File: config.mk
export PLATFORM = sky130hd
export DESIGN_NAME = nsq_list_table
export DESIGN_NICKNAME = d
export VERILOG_FILES = /design/src/hw/rtl/nsq_pkg.sv /design/src/hw/rtl/nsq_list_table.sv
export SDC_FILE = /design/constraint.sdc
export NUM_CORES = 1
export LEC_CHECK = 0
export ABC_AREA = 0
export BUFFER_PORTS_ARGS = -buffer_cell sky130_fd_sc_hd__buf_2
export CORE_ASPECT_RATIO = 0.9
export CORE_MARGIN = 10
export CORE_UTILIZATION = 30
export DETAILED_ROUTE_END_ITERATION = 10
export HOLD_SLACK_MARGIN = 0.15
export SKIP_CTS_REPAIR_TIMING = 1
export SLEW_MARGIN = 20
export SYNTH_ARGS = -nofsm -noshare
export SYNTH_HDL_FRONTEND = slang
export SYNTH_SLANG_ARGS = --single-unit
File: constraint.sdc
create_clock -name clk -period 2.6 [get_ports clk]
set_input_delay 0.52 -clock clk [delete_from_list [all_inputs] [get_ports clk]]
set_output_delay 0.52 -clock clk [all_outputs]
set_load 0.03 [all_outputs]
File: src/hw/rtl/nsq_pkg.sv
// Shared codes and types for the named stack/queue engine.
`timescale 1ns / 1ps
`default_nettype none
package nsq_pkg;

  localparam int ACTION_W = 2;
  localparam int ID_W     = 4;
  localparam int STATUS_W = 3;
  localparam int WORD_W   = 32;

  // actions
  localparam logic [ACTION_W-1:0] ACT_CREATE = 2'd0;
  localparam logic [ACTION_W-1:0] ACT_PUSH   = 2'd1;
  localparam logic [ACTION_W-1:0] ACT_POP    = 2'd2;

  // result status
  localparam logic [STATUS_W-1:0] STAT_CREATED = 3'd0;
  localparam logic [STATUS_W-1:0] STAT_PUSHED  = 3'd1;
  localparam logic [STATUS_W-1:0] STAT_POPPED  = 3'd2;
  localparam logic [STATUS_W-1:0] STAT_EXISTS  = 3'd3;
  localparam logic [STATUS_W-1:0] STAT_NOLIST  = 3'd4;
  localparam logic [STATUS_W-1:0] STAT_EMPTY   = 3'd5;
  localparam logic [STATUS_W-1:0] STAT_FULL    = 3'd6;

  // input word layout
  localparam int IN_TDATA_W  = 40;
  localparam int IN_ACT_LO   = 0;
  localparam int IN_ID_LO    = 2;
  localparam int IN_STACK_LO = 6;
  localparam int IN_VALUE_LO = 7;

  // output word layout
  localparam int OUT_TDATA_W  = 40;
  localparam int OUT_STAT_LO  = 0;
  localparam int OUT_VALUE_LO = 3;

  // per-list flag update
  typedef struct packed {
    logic create;
    logic make_stack;
    logic set_nonempty;
    logic clr_nonempty;
  } flag_op_t;

endpackage
`default_nettype wire

File: src/hw/rtl/nsq_list_table.sv
// List table: per-list flags in flops, head and tail pointers in memories.
`timescale 1ns / 1ps
`default_nettype none
module nsq_list_table #(
  parameter int LISTS = 16,
  parameter int NW    = 8,
  parameter int HW    = 4
) (
  input  wire logic              clk,
  input  wire logic              rst,
  input  wire logic [HW-1:0]     id,
  output logic                   in_use,
  output logic                   is_stack,
  output logic                   nonempty,
  input  wire nsq_pkg::flag_op_t flag_op,
  input  wire logic              rd_en,
  input  wire logic [HW-1:0]     rd_id,
  output logic      [NW-1:0]     head_q,
  output logic      [NW-1:0]     tail_q,
  input  wire logic              head_we,
  input  wire logic [NW-1:0]     head_wdata,
  input  wire logic              tail_we,
  input  wire logic [NW-1:0]     tail_wdata
);

  // only ids that fit the four-bit field can ever be addressed
  localparam int HDEPTH = (LISTS < 16) ? LISTS : 16;

  logic [HDEPTH-1:0] in_use_bits;
  logic [HDEPTH-1:0] stack_bits;
  logic [HDEPTH-1:0] nonempty_bits;
  logic [NW-1:0]     head_mem [HDEPTH];
  logic [NW-1:0]     tail_mem [HDEPTH];

  assign in_use   = in_use_bits[id];
  assign is_stack = stack_bits[id];
  assign nonempty = nonempty_bits[id];

  always_ff @(posedge clk) begin
    if (rst) begin
      in_use_bits   <= '0;
      stack_bits    <= '0;
      nonempty_bits <= '0;
    end else begin
      if (flag_op.create) begin
        in_use_bits[id]   <= 1'b1;
        stack_bits[id]    <= flag_op.make_stack;
        nonempty_bits[id] <= 1'b0;
      end
      if (flag_op.set_nonempty) begin
        nonempty_bits[id] <= 1'b1;
      end
      if (flag_op.clr_nonempty) begin
        nonempty_bits[id] <= 1'b0;
      end
    end
  end

  always_ff @(posedge clk) begin
    if (head_we) begin
      head_mem[id] <= head_wdata;
    end
    if (rd_en) begin
      head_q <= head_mem[rd_id];
    end
  end

  always_ff @(posedge clk) begin
    if (tail_we) begin
      tail_mem[id] <= tail_wdata;
    end
    if (rd_en) begin
      tail_q <= tail_mem[rd_id];
    end
  end

endmodule
`default_nettype wire

# [Yosys cells after proc, flatten, opt, wreduce, memory -nomap -nowiden]
# Memories as Yosys holds them, arrays and structs flattened. A register that Yosys moved wholly into a read port is not among the register bits.
# Cells that the tools add are included.
[totals] regBits=48 rom_bits=0 input_bits=33 latchBits=0 elab_cells=31 mem_bits_rw=256 memories=2
[mem_list] name="head_mem" depth=16 word_bits=8 rd=1 rd_clocked_by_memory_dff=1 write_ports=1 line="nsq_list_table.sv:32" source="logic [NW-1:0] head_mem [HDEPTH];"
[mem_list] name="tail_mem" depth=16 word_bits=8 rd=1 rd_clocked_by_memory_dff=1 write_ports=1 line="nsq_list_table.sv:33" source="logic [NW-1:0] tail_mem [HDEPTH];"
[op_classes] bitwise_logic=5 magnitude_cmp=2 n_eq_ne=0 mul=0 add_sub_neg=0 shift=0 mux=18 n_div=0 reduce_logical=1
[op_table] operator="$mux W16" n=5
[op_table] operator="$and A16 B16 Y16" n=2
[op_table] operator="$or A16 B16 Y16" n=2
[op_table] operator="$bwmux W16" n=1
[op_table] operator="$not A16 Y16" n=1
[op_table] operator="$bmux W1 S4" n=3
[op_table] operator="$mux W1" n=8
[op_table] operator="$lt A4 B5 Y1 const B" n=1
[op_table] operator="$demux W1 S4" n=1
[op_table] operator="$ge A4 B1 Y1 const B" n=1
[op_table] operator="$logic_and A1 B1 Y1" n=1

# [Logic depth before layout (Yosys ltp)]
[depth] ltp_word=13 depth_mapped=7 ltp_nobuf=4

# [Worst setup path before layout]
# OpenSTA, ideal clock, no wires.
[synth_timing] path_kind="input -> output" startpoint="input id[1]" endpoint="output nonempty" required_ns=2.080 n_path_buf=3 arrival_time_ns=1.782 path_stages=6 slack_ns=0.298 path_cell_list="buf_2 > buf_4 > buf_2 > mux4_2 > a22oi_1 > nand2_1"
[synth_via] elab_chain_cells=2
[synth_lines] element="from (decl)" line="nsq_list_table.sv:11" source="input wire logic [HW-1:0] id,"
[synth_lines] element="$bmux W1 S4" line="nsq_list_table.sv:37" source="assign nonempty = nonempty_bits[id];"
[synth_lines] element="$mux W1 (implied by the code)" line="nsq_list_table.sv:37"
[synth_lines] element="to (decl)" line="nsq_list_table.sv:14" source="output logic nonempty,"
# Every way passes these cells. The select of a mux whose other input is x is not followed.

# [Final worst setup path]
[layout_timing] startpoint="input id[1]" endpoint="output is_stack"
[layout_via] elab_chain_cells=2
[layout_lines] element="$bmux W1 S4" line="nsq_list_table.sv:36" source="assign is_stack = stack_bits[id];"
[layout_lines] element="$mux W1 (implied by the code)" line="nsq_list_table.sv:36"
[layout_lines] element="to (decl)" line="nsq_list_table.sv:13" source="output logic is_stack,"
# Every way passes these cells. The select of a mux whose other input is x is not followed.

==> metrics.md <==
| Metric | Value |
|---|---|
| Status | finished, final reports clean |
| Via density | 4.92 |
| Initial antenna violation count | 1 |
| Synth Flop Type | edfxtp_1 |
| Htree depth | 2 |
| Starting DRT DRC Count | 468 |
| Pleak | 4.93 nW |
| Syn Inst Count | 711 |
| Total grt overflow | 0 |
| Die footprint | 0.0511 mm2 |
| Wire length per cell | 21.1 um |
| DR vias | 6696 |
| MaxCap Viol Count | 0 |
| Cell Area, Synth | 0.0127 mm2 |
| Peak supply drop | 543 uV |
| First-pass GRT wire length | 43600 um |
| # clock sinks | 320 |
| Post-synth top area share | 0.641 |
| Worst Path Arrival | 1.94 ns |
| TritonCTS clock tree | yes |
| Total CTS buffers | 35 |
| Drt total wl | 28600 um |
| Unrepaired setup endpoints after global routing | false |
| Core Area | 0.0418 mm2 |
| Post-detail-place hpwl | 18200 um |
| WL met2 | 13100 um |
| Clock transition at path regs | 0.06 ns |
| Clk_lat worst skew | 0.52 ns |
| Critical path capture point type | primary output |
| CP Class | in -> out |
| Post-synth EDFFs | 272 |
| Synth unique cells | 33 |
| Layout area overhead | 17.1% |
| CTS Root Buffer Type | clkbuf_16 |
| GRT Util Overall | 0.109 |
| Initial DRT Pass Iterations | 5 |
| IO Count | 52 |
| Largest net degree at the start of global routing | 50 |
| Final #Nets | 820 |
| PD cells | 761 mW/mm2 |
| # rows | 71 |
| Metal3 WL | 1290 um |
| PortBufs | 51 |
| Gpl congestion | 0.803 |
| Final period util | 0.946 |
| Fin. Hold Viols | 0 |
| Max_slew headroom | 0.400 |
| Worst slack at placement | 0.157 ns |
| Least-Margin Pin Slew | 0.900 ns |
| Fillers | 3866 |
| M1 WL | 13600 um |
| DR top layer | met5 |
| Most frequent cell after synthesis | edfxtp_1 |
| Synth top area cells | edfxtp_1 64%, mux4_2 12%, dfxtp_1 7.5% |
| Top cell type by total area after synthesis | edfxtp_1 |
| Type of the worst min-delay path | in -> reg |
| Worst setup margin | 0.140 ns |
| Final routed DRC violation total | 0 |
| #FFs+latches synth | 320 |
| Vias in the first global route | 6822 |
| Sequential share of the synthesized area | 0.717 |
| Final Skew | 0.0214 ns |
| Syn_nets | 744 |
| Setup Viol. Count Final | 0 |
| Critical Path Fanout Max | 28 |
| Die height | 215 um |
| Final min period | 2.46 ns |
| Average size of a mapped cell | 17.9 um2 |
| Final ANT Viol Nets | 0 |
| Die X | 237 um |
| Commonest cells post-synth | 272 x edfxtp_1, 66 x mux4_2, 50 x a22oi_1 |
| Data required, critical path | 2.08 ns |
| CP Launch Type | input port |
| Initial Util | 0.304 |
| Fmax | 406 MHz |
| Post-synth ARST share | 0 |
| Max Slew Vio Count | 0 |
| Final Core Density | 0.356 |
| Final total power | 11.4 mW |
| Yosys warning count | 0 |
| Fraction of layout instances using a drive strength above 1 | 0.267 |
| Setup TNS | 0 ns |
| Clock tree buffer depth | 3 |
## worst max-delay path, cell delays in order
cell     delay, ns
buf_2         0.48
mux4_2        0.39
a22oi_1       0.25
nand2_1       0.09
buf_2         0.19
## state kept, by name (all words and copies together), names as in the netlist
| register | count |
|---|---|
| head_mem | 128 |
| tail_mem | 128 |
| in_use_bits | 16 |
| nonempty_bits | 16 |
| stack_bits | 16 |
| head_q | 8 |
| tail_q | 8 |
## where the power goes
group          switching [mW]  internal [mW]
clock                    1.98           3.02
combinational           0.400          0.240
sequential             0.0309           5.69
total                    2.41           8.95
## metrics by stage
| step | hold slack [ns] | instances | cell area [um2] |
|---|---|---|---|
| after floorplan | 0.423 | 711 | 12700 |
| after global placement | 0.448 | 1297 | 13800 |
| after detailed placement | 0.453 | 1297 | 13800 |
| after CTS | 0.364 | 1359 | 14900 |
| after global routing | 0.391 | 1359 | 14900 |
| final | 0.386 | 1360 | 14900 |
## cells by family after synthesis
kind of cell / Yosys count / synth area share
compound gates: 112 / 0.0587
buf+inv: 64 / 0.0248
flops: 320 / 0.717
mux: 77 / 0.138
simple gates: 138 / 0.0617
## per-layer routing
metal,GRT usage,vias to the layer above
met5,0.00780,-
met4,0.0306,4
met3,0.0194,50
met2,0.167,155
met1,0.154,3472
li1,-,3015
## cells in the final DEF (no fill, tap or decap), types with 3 or more instances in the layout
cell,count
and4b_1,4
bufinv_16,5
buf_4,38
inv_1,10
nor2b_1,7
a22oi_1,50
and4bb_2,5
dfxtp_1,48
nand3_1,16
mux4_2,66
and2_1,31
mux4_1,10
a21oi_1,34
clkinv_2,4
buf_12,4
a22o_1,13
clkbuf_16,35
nor4b_2,3
clkinv_1,3
o21ai_0,12
clkbuf_1,11
buf_2,50
nor2_1,35
edfxtp_1,272
nand2_1,31
## layout make-up
| type | count | area (um2) | area share |
|---|---|---|---|
| well taps | 547 | 684 | 0.0459 |
| multi-input cells | 327 | 3290 | 0.221 |
| clock buffers | 47 | 925 | 0.0620 |
| flip-flops and latches | 320 | 9130 | 0.612 |
| repair buffers | 92 | 616 | 0.0413 |
| clock inverters | 15 | 226 | 0.0152 |
| inverters | 11 | 41.3 | 0.00277 |
| diodes | 1 | 2.50 | 0.000168 |
## worst paths after layout
kind             startpoint             end  slack (ns)  depth (start not counted)
min           tail_wdata[3]  tail_mem[6][3]        0.39                          1
max                   id[1]        is_stack        0.14                          5
min reg2reg   stack_bits[7]   stack_bits[7]        0.46                          2
max reg2reg  head_mem[1][5]       head_q[5]        1.02                          3
Note: power is estimated with default switching activity, not from simulation.
